## src/hdl/rfls_pkg.sv

```systemverilog
// Types and constants of the ranging frame and line splitter.
package rfls_pkg;

	localparam int LINE_BUFFER_BYTES = 64;
	localparam int IDX_W             = $clog2(LINE_BUFFER_BYTES);

	localparam int FRAME_BYTES = 8;
	localparam int FRM_CNT_W   = $clog2(FRAME_BYTES);

	// command queue depth, power of two
	localparam int CMD_FIFO_DEPTH = 2;
	localparam int CMD_PTR_W      = $clog2(CMD_FIFO_DEPTH);
	localparam int CMD_CNT_W      = $clog2(CMD_FIFO_DEPTH + 1);

	localparam logic [7:0] FRAME_HEAD     = 8'hF0;
	localparam logic [7:0] FRAME_LEN_BYTE = 8'h05;
	localparam logic [7:0] FRAME_TAIL     = 8'hAA;
	localparam logic [7:0] CHAR_LF        = 8'h0A;
	localparam logic [7:0] CHAR_CR        = 8'h0D;

	typedef logic [IDX_W-1:0] idx_t;

	typedef enum logic [1:0] {
		REC_FRAME = 2'd0,
		REC_BAD   = 2'd1,
		REC_CHAR  = 2'd2,
		REC_EMPTY = 2'd3
	} rec_kind_t;

	typedef enum logic {
		BK_IDLE,
		BK_READ
	} bk_state_t;

	// job handed from front to back
	typedef struct packed {
		rec_kind_t          kind;
		logic [15:0]        addr;
		logic [15:0]        rng;
		logic signed [7:0]  rssi;
		idx_t               len;
	} cmd_t;

	// write port of the line store
	typedef struct packed {
		logic       en;
		idx_t       addr;
		logic [7:0] data;
	} mem_wr_t;

	// one result item
	typedef struct packed {
		rec_kind_t          kind;
		logic [15:0]        addr;
		logic [15:0]        rng;
		logic signed [7:0]  rssi;
		logic [7:0]         ch;
		logic               last;
	} rec_t;

endpackage

```

## src/hdl/rfls_front.sv

```systemverilog
// Front end: takes bytes, tracks frame and line state, writes the store, queues jobs.
module rfls_front (
	input  logic              clk,
	input  logic              arst_n,
	input  logic [7:0]        rx_byte,
	input  logic              rx_valid,
	output logic              rx_ready,
	output logic              push,
	output rfls_pkg::cmd_t    cmd,
	input  logic              fifo_full,
	input  logic              line_done,
	output rfls_pkg::mem_wr_t mem_wr
);
	import rfls_pkg::*;

	logic                 accept;
	logic                 frame_start;
	logic                 frame_end;
	logic                 in_frame_q;
	logic [FRM_CNT_W-1:0] frm_cnt_q;
	logic [7:0]           frm_q [1:FRAME_BYTES-2];
	idx_t                 fill_q;
	logic                 zero_seen_q;
	idx_t                 zero_pos_q;
	logic                 last_cr_q;
	logic                 line_busy_q;
	logic                 room;
	idx_t                 line_len;
	idx_t                 line_n;

	assign rx_ready    = !line_busy_q && !fifo_full;
	assign accept      = rx_valid && rx_ready;
	assign frame_start = (rx_byte == FRAME_HEAD) && !in_frame_q && (fill_q == '0);
	assign frame_end   = in_frame_q && (frm_cnt_q == FRM_CNT_W'(FRAME_BYTES - 1));
	assign room        = fill_q < idx_t'(LINE_BUFFER_BYTES - 1);

	// trailing CR trimmed; the first zero byte, if any, ends the line instead
	assign line_len = fill_q - idx_t'((fill_q != '0) && last_cr_q);
	assign line_n   = zero_seen_q ? zero_pos_q : line_len;

	always_comb begin
		push = 1'b0;
		cmd  = '0;
		if (accept && !frame_start) begin
			if (frame_end) begin
				push = 1'b1;
				if ((frm_q[1] == FRAME_LEN_BYTE) && (rx_byte == FRAME_TAIL)) begin
					cmd.kind = REC_FRAME;
					cmd.addr = {frm_q[3], frm_q[2]};
					cmd.rng  = {frm_q[5], frm_q[4]};
					cmd.rssi = signed'(frm_q[6]);
				end else begin
					cmd.kind = REC_BAD;
				end
			end else if (!in_frame_q && (rx_byte == CHAR_LF)) begin
				push     = 1'b1;
				cmd.kind = (line_n == '0) ? REC_EMPTY : REC_CHAR;
				cmd.len  = line_n;
			end
		end
	end

	always_comb begin
		mem_wr.en   = accept && !frame_start && !in_frame_q && (rx_byte != CHAR_LF) && room;
		mem_wr.addr = fill_q;
		mem_wr.data = rx_byte;
	end

	always_ff @(posedge clk or negedge arst_n) begin
		if (!arst_n) begin
			in_frame_q  <= 1'b0;
			frm_cnt_q   <= '0;
			fill_q      <= '0;
			zero_seen_q <= 1'b0;
			zero_pos_q  <= '0;
			last_cr_q   <= 1'b0;
			line_busy_q <= 1'b0;
		end else begin
			if (line_done) begin
				line_busy_q <= 1'b0;
			end
			if (accept) begin
				if (frame_start) begin
					in_frame_q <= 1'b1;
					frm_cnt_q  <= FRM_CNT_W'(1);
				end else if (in_frame_q) begin
					if (frame_end) begin
						in_frame_q <= 1'b0;
					end else begin
						frm_cnt_q <= frm_cnt_q + FRM_CNT_W'(1);
					end
				end else if (rx_byte == CHAR_LF) begin
					fill_q      <= '0;
					zero_seen_q <= 1'b0;
					last_cr_q   <= 1'b0;
					// only a line with content is read back from the store
					line_busy_q <= (line_n != '0);
				end else if (room) begin
					fill_q    <= fill_q + idx_t'(1);
					last_cr_q <= (rx_byte == CHAR_CR);
					if ((rx_byte == 8'h00) && !zero_seen_q) begin
						zero_seen_q <= 1'b1;
						zero_pos_q  <= fill_q;
					end
				end else begin
					// overflow: line dropped silently
					fill_q      <= '0;
					zero_seen_q <= 1'b0;
					last_cr_q   <= 1'b0;
				end
			end
		end
	end

	// frame body bytes 1..6; byte 7 is checked as it arrives
	always_ff @(posedge clk) begin
		if (accept && in_frame_q && !frame_end) begin
			for (int i = 1; i <= FRAME_BYTES - 2; i++) begin
				if (frm_cnt_q == FRM_CNT_W'(i)) begin
					frm_q[i] <= rx_byte;
				end
			end
		end
	end

endmodule

```

## src/hdl/rfls_cmd_fifo.sv

```systemverilog
// Short job queue between front and back.
module rfls_cmd_fifo (
	input  logic           clk,
	input  logic           arst_n,
	input  logic           push,
	input  rfls_pkg::cmd_t push_cmd,
	input  logic           pop,
	output rfls_pkg::cmd_t pop_cmd,
	output logic           full,
	output logic           empty
);
	import rfls_pkg::*;

	cmd_t                 slot_q [CMD_FIFO_DEPTH];
	logic [CMD_PTR_W-1:0] wr_ptr_q;
	logic [CMD_PTR_W-1:0] rd_ptr_q;
	logic [CMD_CNT_W-1:0] cnt_q;
	logic                 do_push;
	logic                 do_pop;

	assign full    = cnt_q == CMD_CNT_W'(CMD_FIFO_DEPTH);
	assign empty   = cnt_q == '0;
	assign do_push = push && !full;
	assign do_pop  = pop && !empty;
	assign pop_cmd = slot_q[rd_ptr_q];

	always_ff @(posedge clk or negedge arst_n) begin
		if (!arst_n) begin
			wr_ptr_q <= '0;
			rd_ptr_q <= '0;
			cnt_q    <= '0;
		end else begin
			if (do_push) begin
				wr_ptr_q <= wr_ptr_q + CMD_PTR_W'(1);
			end
			if (do_pop) begin
				rd_ptr_q <= rd_ptr_q + CMD_PTR_W'(1);
			end
			if (do_push && !do_pop) begin
				cnt_q <= cnt_q + CMD_CNT_W'(1);
			end else if (do_pop && !do_push) begin
				cnt_q <= cnt_q - CMD_CNT_W'(1);
			end
		end
	end

	always_ff @(posedge clk) begin
		if (do_push) begin
			slot_q[wr_ptr_q] <= push_cmd;
		end
	end

endmodule

```

## src/hdl/rfls_back.sv

```systemverilog
// Back end: holds the line store, runs jobs and drives the result register.
module rfls_back (
	input  logic              clk,
	input  logic              arst_n,
	input  rfls_pkg::mem_wr_t mem_wr,
	input  logic              fifo_empty,
	input  rfls_pkg::cmd_t    cmd,
	output logic              pop,
	output logic              line_done,
	output rfls_pkg::rec_t    rec,
	output logic              rec_valid,
	input  logic              rec_ready
);
	import rfls_pkg::*;

	logic [7:0] mem [LINE_BUFFER_BYTES];
	logic [7:0] rd_data_q;
	logic       rd_en;
	idx_t       rd_addr;
	idx_t       idx_q;
	idx_t       len_q;
	bk_state_t  state_q;
	bk_state_t  state_d;
	logic       out_free;
	logic       is_last;
	logic       load;
	rec_t       load_rec;
	rec_t       rec_q;
	logic       rec_valid_q;

	assign out_free = !rec_valid_q || rec_ready;
	assign is_last  = idx_q == (len_q - idx_t'(1));

	always_comb begin
		state_d = state_q;
		case (state_q)
			BK_IDLE: begin
				if (!fifo_empty && out_free && (cmd.kind == REC_CHAR)) begin
					state_d = BK_READ;
				end
			end
			BK_READ: begin
				if (out_free && is_last) begin
					state_d = BK_IDLE;
				end
			end
			default: state_d = BK_IDLE;
		endcase
	end

	always_comb begin
		pop       = 1'b0;
		rd_en     = 1'b0;
		rd_addr   = '0;
		load      = 1'b0;
		load_rec  = '0;
		line_done = 1'b0;
		case (state_q)
			BK_IDLE: begin
				if (!fifo_empty && out_free) begin
					pop = 1'b1;
					if (cmd.kind == REC_CHAR) begin
						rd_en = 1'b1;
					end else begin
						load          = 1'b1;
						load_rec.kind = cmd.kind;
						load_rec.addr = cmd.addr;
						load_rec.rng  = cmd.rng;
						load_rec.rssi = cmd.rssi;
						load_rec.last = 1'b1;
					end
				end
			end
			BK_READ: begin
				if (out_free) begin
					load          = 1'b1;
					load_rec.kind = REC_CHAR;
					load_rec.ch   = rd_data_q;
					load_rec.last = is_last;
					if (is_last) begin
						line_done = 1'b1;
					end else begin
						rd_en   = 1'b1;
						rd_addr = idx_q + idx_t'(1);
					end
				end
			end
			default: ;
		endcase
	end

	always_ff @(posedge clk) begin
		if (mem_wr.en) begin
			mem[mem_wr.addr] <= mem_wr.data;
		end
	end

	always_ff @(posedge clk) begin
		if (rd_en) begin
			rd_data_q <= mem[rd_addr];
		end
	end

	always_ff @(posedge clk or negedge arst_n) begin
		if (!arst_n) begin
			state_q     <= BK_IDLE;
			rec_valid_q <= 1'b0;
			idx_q       <= '0;
			len_q       <= '0;
		end else begin
			state_q <= state_d;
			if (rd_en) begin
				idx_q <= rd_addr;
			end
			if (pop) begin
				len_q <= cmd.len;
			end
			if (load) begin
				rec_valid_q <= 1'b1;
			end else if (rec_ready) begin
				rec_valid_q <= 1'b0;
			end
		end
	end

	always_ff @(posedge clk) begin
		if (load) begin
			rec_q <= load_rec;
		end
	end

	assign rec       = rec_q;
	assign rec_valid = rec_valid_q;

endmodule

```

## src/hdl/ranging_frame_and_line_splitter_core.sv

```systemverilog
// Ranging frame and line splitter: top level.
//
// Takes one received serial byte per item and splits the stream into 8-byte
// ranging frames (0xF0 head while no line is pending, length byte 0x05, trailer
// 0xAA) and text lines closed by a newline. A frame gives one record: kind 0
// with sender address, distance and signed RSSI, or kind 1 when the length or
// trailer byte is wrong. A line is read back one character per item (kind 2,
// last on the final one), stops at the first zero byte, drops a trailing
// carriage return, and gives a single kind 3 record when it has no content.
// A line of more than 63 bytes is dropped at its 64th byte without any record.
// Fields without meaning for a record kind read zero.
// Timing: ordinary bytes and frame bytes are taken one per cycle while the
// two-entry job queue has room and no line is being read out. A frame record
// or an empty-line record goes through the job queue into the result register
// once that register is free. A newline that closes a line with content holds
// rx_ready low until the line has been read out of the store, one character
// at a time through the store's single registered read port and after any
// frame job still ahead in the queue; stalls on rec_ready lengthen this.
// No clearing pass follows reset.
module ranging_frame_and_line_splitter_core (
	input  logic               clk,
	input  logic               arst_n,
	input  logic [7:0]         rx_byte,
	input  logic               rx_valid,
	output logic               rx_ready,
	output logic [1:0]         record_kind,
	output logic [15:0]        src_addr,
	output logic [15:0]        range_cm,
	output logic signed [7:0]  rssi_val,
	output logic [7:0]         line_char,
	output logic               last,
	output logic               rec_valid,
	input  logic               rec_ready
);
	import rfls_pkg::*;

	logic    push;
	cmd_t    push_cmd;
	cmd_t    pop_cmd;
	logic    pop;
	logic    fifo_full;
	logic    fifo_empty;
	logic    line_done;
	mem_wr_t mem_wr;
	rec_t    rec;

	// front: byte classification and store writes
	rfls_front u_front (
		.clk       (clk),
		.arst_n    (arst_n),
		.rx_byte   (rx_byte),
		.rx_valid  (rx_valid),
		.rx_ready  (rx_ready),
		.push      (push),
		.cmd       (push_cmd),
		.fifo_full (fifo_full),
		.line_done (line_done),
		.mem_wr    (mem_wr)
	);

	// jobs: frame records and finished lines
	rfls_cmd_fifo u_fifo (
		.clk      (clk),
		.arst_n   (arst_n),
		.push     (push),
		.push_cmd (push_cmd),
		.pop      (pop),
		.pop_cmd  (pop_cmd),
		.full     (fifo_full),
		.empty    (fifo_empty)
	);

	// back: store readout and result register
	rfls_back u_back (
		.clk        (clk),
		.arst_n     (arst_n),
		.mem_wr     (mem_wr),
		.fifo_empty (fifo_empty),
		.cmd        (pop_cmd),
		.pop        (pop),
		.line_done  (line_done),
		.rec        (rec),
		.rec_valid  (rec_valid),
		.rec_ready  (rec_ready)
	);

	assign record_kind = rec.kind;
	assign src_addr    = rec.addr;
	assign range_cm    = rec.rng;
	assign rssi_val    = rec.rssi;
	assign line_char   = rec.ch;
	assign last        = rec.last;

endmodule

```

## config.mk

```make
export PLATFORM = sky130hd
export DESIGN_NAME = ranging_frame_and_line_splitter_core
export DESIGN_NICKNAME = d
export VERILOG_FILES = /design/src/hdl/rfls_pkg.sv /design/src/hdl/rfls_front.sv /design/src/hdl/rfls_cmd_fifo.sv /design/src/hdl/rfls_back.sv /design/src/hdl/ranging_frame_and_line_splitter_core.sv
export SDC_FILE = /design/constraint.sdc
export NUM_CORES = 1
export LEC_CHECK = 0
export ABC_AREA = 1
export BUFFER_PORTS_ARGS = -buffer_cell sky130_fd_sc_hd__buf_2
export CORE_MARGIN = 1
export CORE_UTILIZATION = 50
export DETAILED_ROUTE_END_ITERATION = 16
export GPL_TIMING_DRIVEN = 0
export PLACE_DENSITY = 0.66
export SLEW_MARGIN = 0
export SYNTH_ARGS = -nofsm -noshare
export SYNTH_HDL_FRONTEND = slang
export SYNTH_SLANG_ARGS = --single-unit
```

## constraint.sdc

```tcl
create_clock -name clk -period 7.45 [get_ports clk]
set_input_delay 1.49 -clock clk [delete_from_list [all_inputs] [get_ports clk]]
set_output_delay 1.49 -clock clk [all_outputs]
set_load 0.05 [all_outputs]
```

==> key figures <==
Run status
  – Status: finished with violations
  – Violated checks: capacitance limit, slew limit

Synthesis
  – Syn nets: 2881
  – Area of the mapped netlist: 32200 um2
  – Ys async rst share: 4.92%
  – Synth unique cells: 38
  – Register area share after synthesis: 69.5%
  – Predominant post-synthesis flop cell: edfxtp_1
  – Synthesis warning total: 0
  – Top post-synthesis cells by area: edfxtp_1 67%, nand3_1 6.7%, inv_1 4.5%
  – Number of synthesized flops with an enable pin: 715
  – Avg Cell Area, Syn: 11.3 um2
  – Post-synth top area cell: edfxtp_1
  – Cell count after synthesis: 2855
  – Synth top cells by count: 715 x edfxtp_1, 433 x nand3_1, 388 x inv_1
  – Synth top area share: 66.7%
  – Count leader, synth: edfxtp_1
  – FF+latch count, synth: 752

Cells and area
  – Nets: 3038
  – Layout area overhead: 13.6%
  – Filler cell count: 5355
  – Final Instance Count excl. Fillers: 3923
  – Layout cells sized above 1: 11.0%
  – Final Core Density: 57.8%

GRT
  – Number of global-route vias before repair: 21800
  – Initial antenna violation count: 3
  – Largest net degree at the start of global routing: 74
  – Congestion Overflow GR: 0
  – GRT Total Usage: 32.2%
  – Global-route wire length before repair: 151000 um

Clock network
  – CTS resizes: 0
  – CTS Buffer Depth: 3
  – Cts hold-fix bufs: 0
  – TritonCTS Buffers: 80
  – TritonCTS clock tree: done
  – Clock sinks: 752
  – Root buf cell: clkbuf_16
  – Number of H-tree levels: 3
  – # Post-CTS Setup Buffers: 0
  – Clock Latency Late Sink: 640 ps
  – Clk pin slew, worst setup/hold paths: 60 ps

Drt
  – Drt first pass iters: 5
  – DRC viols: 0
  – DR vias: 23000
  – Avg WL per Cell: 26.9 um
  – Final antenna-violating net count: 0
  – Total Routed Length: 105000 um
  – Drt first-iter violations: 2991
  – Via-per-instance ratio: 5.86

Floorplanning
  – DIE AREA: 65400 um2
  – Die Width: 256 um
  – IO Pins: 65
  – # rows: 92
  – Core Area: 63300 um2
  – Die Y: 256 um
  – Initial Util: 50.9%

Worst setup path
  – CP max stage delay: 1100 ps
  – Critical-path maximum fanout: 39
  – Worst Setup Start Kind: input pin
  – Critical path data required time: 7690 ps
  – CP Buf/Inv Count: 6
  – Critical Path Start: rx_byte[2]
  – CP arrival: 4940 ps
  – Crit path capture type: register
  – Critical path cell sequence: buf_4 > buf_16 > nor4_1 > inv_1 > nor4_1 > nor2_1 > inv_2 > nor2_4 > nand2_1 > inv_1 > buf_2 > nand4_2 > nor2_1
  – Cell family with most CP delay: simple AND/OR/NAND/NOR gates
  – Slowest cell on crit path: nor2_1
  – Reg2reg start: u_back.len_q[0]
  – Kind of critical path: in -> reg

Timing
  – RSZ-0062 raised after global routing: no
  – Final setup viols: 0
  – Max-slew headroom: -1.61%
  – Setup TNS: 0 ps
  – Hold Fails Final Rpt: 0
  – Final slew viol count: 9
  – Tightest Pin Transition: 1520 ps
  – Fin crit period: 4710 ps
  – Clock skew: 23.4 ps
  – Post-route clock period utilization: 63.2%
  – Fmax: 212 MHz

Job
  – Max cap viols: 1

Hold path
  – Worst Min Path Start: u_front.last_cr_q
  – Min-delay worst type: reg -> reg

Power and ir drop
  – Max IR drop VDD: 0.000214 V
  – Static leakage: 14.2 nW
  – Power Density: 419 nW/um2

Placed design
  – Global placement routability congestion: 0.970
  – IO Port Bufs: 64
  – Hpwl dp: 74000 um
  – DP Cell Count: 3776
[where the power goes]
group	internal, mW	total [mW]	switching, mW
Clock	2.37	4.09	1.71
Combinational	1.34	6.10	4.76
Sequential	5.02	5.16	0.133
Total	8.74	15.3	6.60
[worst paths after layout]
check,to,slack [ps],cells past startpoint
min in group asynchronous,u_back.len_q[4],990,1
max in group asynchronous,u_front.zero_pos_q[2],5870,1
hold reg to reg,u_front.last_cr_q,490,2
hold / removal,u_front.last_cr_q,490,2
setup / recovery,u_back.mem[14][4],2740,13
setup reg to reg,u_back.rd_data_q[0],3410,17
[registers in the layout, indices dropped and copies added, names as in the netlist, 2 cells and up]
signal and count:
u_back.rec 51, u_front.fill_q 6, u_back.len_q 6, u_back.mem 512, u_back.idx_q 6, u_back.rd_data_q 8, u_front.zero_pos_q 6, u_fifo.slot_q 96
u_front.frm_q 48, u_front.frm_cnt_q 3, u_fifo.cnt_q 2
[layout by cell type (no fill, tap or decap), types with 3 or more instances in the layout]
master      netlist  final
nor2_2            4      4
o31ai_1           8      8
nor4_1            3      3
clkbuf_1         93    103
clkinv_2          0     12
nor2_4            2      4
clkinv_8          0      3
clkbuf_8          0      3
edfxtp_1        715    715
nand2_1         322    321
clkinvlp_4        0      4
o22ai_1           3      3
nand4_1         189    189
buf_4             7     15
clkbuf_16         0     80
clkinv_1          3     19
buf_16            0      9
nand3_1         433    433
xnor2_1           3      3
nor3b_1          42     42
inv_1           388    388
a21oi_1          49     49
buf_2            61    117
inv_2             8      8
nand3_2           4      4
dfrtp_1          37     37
o21ai_0          93     93
xor2_1            5      5
inv_6             0      3
ha_1             14     14
nor3_1           10     10
nor2_1          285    283
buf_1            12     12
bufinv_16         0     10
or2_2            50     50
[worst reg2reg max path: stages (launching register included)]
cell and delay [ps]:
dfrtp_1 390, inv_1 110, ha_1 330, inv_1 60, nand2_1 40, nand2_1 50, nor2_1 40, nand2_1 70
nor2_2 50, nand3_4 160, nand3_2 340, clkbuf_1 420, o21ai_0 950, nand3_1 210, nand3_1 210, nand3_1 80
nand3_1 110, nand2_1 140
[per-stage QoR]
step | worst slack, ps | cell area [um2] | power, mW | hold slack, ps
finish | 2740 | 36600 | 15.3 | 488
detailed placement | 2180 | 33900 | 11.1 | 469
global route | 2610 | 36600 | 15.8 | 519
CTS | 2820 | 36600 | 15.2 | 488
global placement | -114 | 33600 | 11.1 | 462
floorplan | 2680 | 32200 | 8.65 | 446
[logic make-up after synthesis]
family	after synthesis	synth area share (%)
and+or+nand+nor	1350	20.1
DFF	752	69.5
buffers and inverters	572	6.99
AOI/OAI and AO/OA	158	2.57
adders and majority gates	14	0.544
xor gates and xnor gates	8	0.218
muxes	1	0.0311
[layer usage]
layer / part of all wire, % / track usage, % / vias to the layer above / wire (um)
li1: - / - / 10200 / -
met1: 39 / 42.8 / 11300 / 41600
met2: 47 / 51.8 / 1197 / 49400
met3: 8.1 / 4.94 / 238 / 8500
met4: 5.5 / 16.2 / 0 / 5820
met5: 0 / 0 / - / 0
[final cells by class]
cell class / count / area [um2] / share of cell area (%)
sequential: 752 / 22400 / 61.2
antenna: 2 / 5.00 / 0.0137
tap: 846 / 1060 / 2.89
timing repair buffer: 75 / 628 / 1.72
buffer: 173 / 752 / 2.05
clock buffer: 93 / 2080 / 5.69
inverter: 399 / 1500 / 4.09
clock inverter: 52 / 604 / 1.65
multi-input combinational: 1531 / 7580 / 20.7
Note: power is estimated with default switching activity, not from simulation.
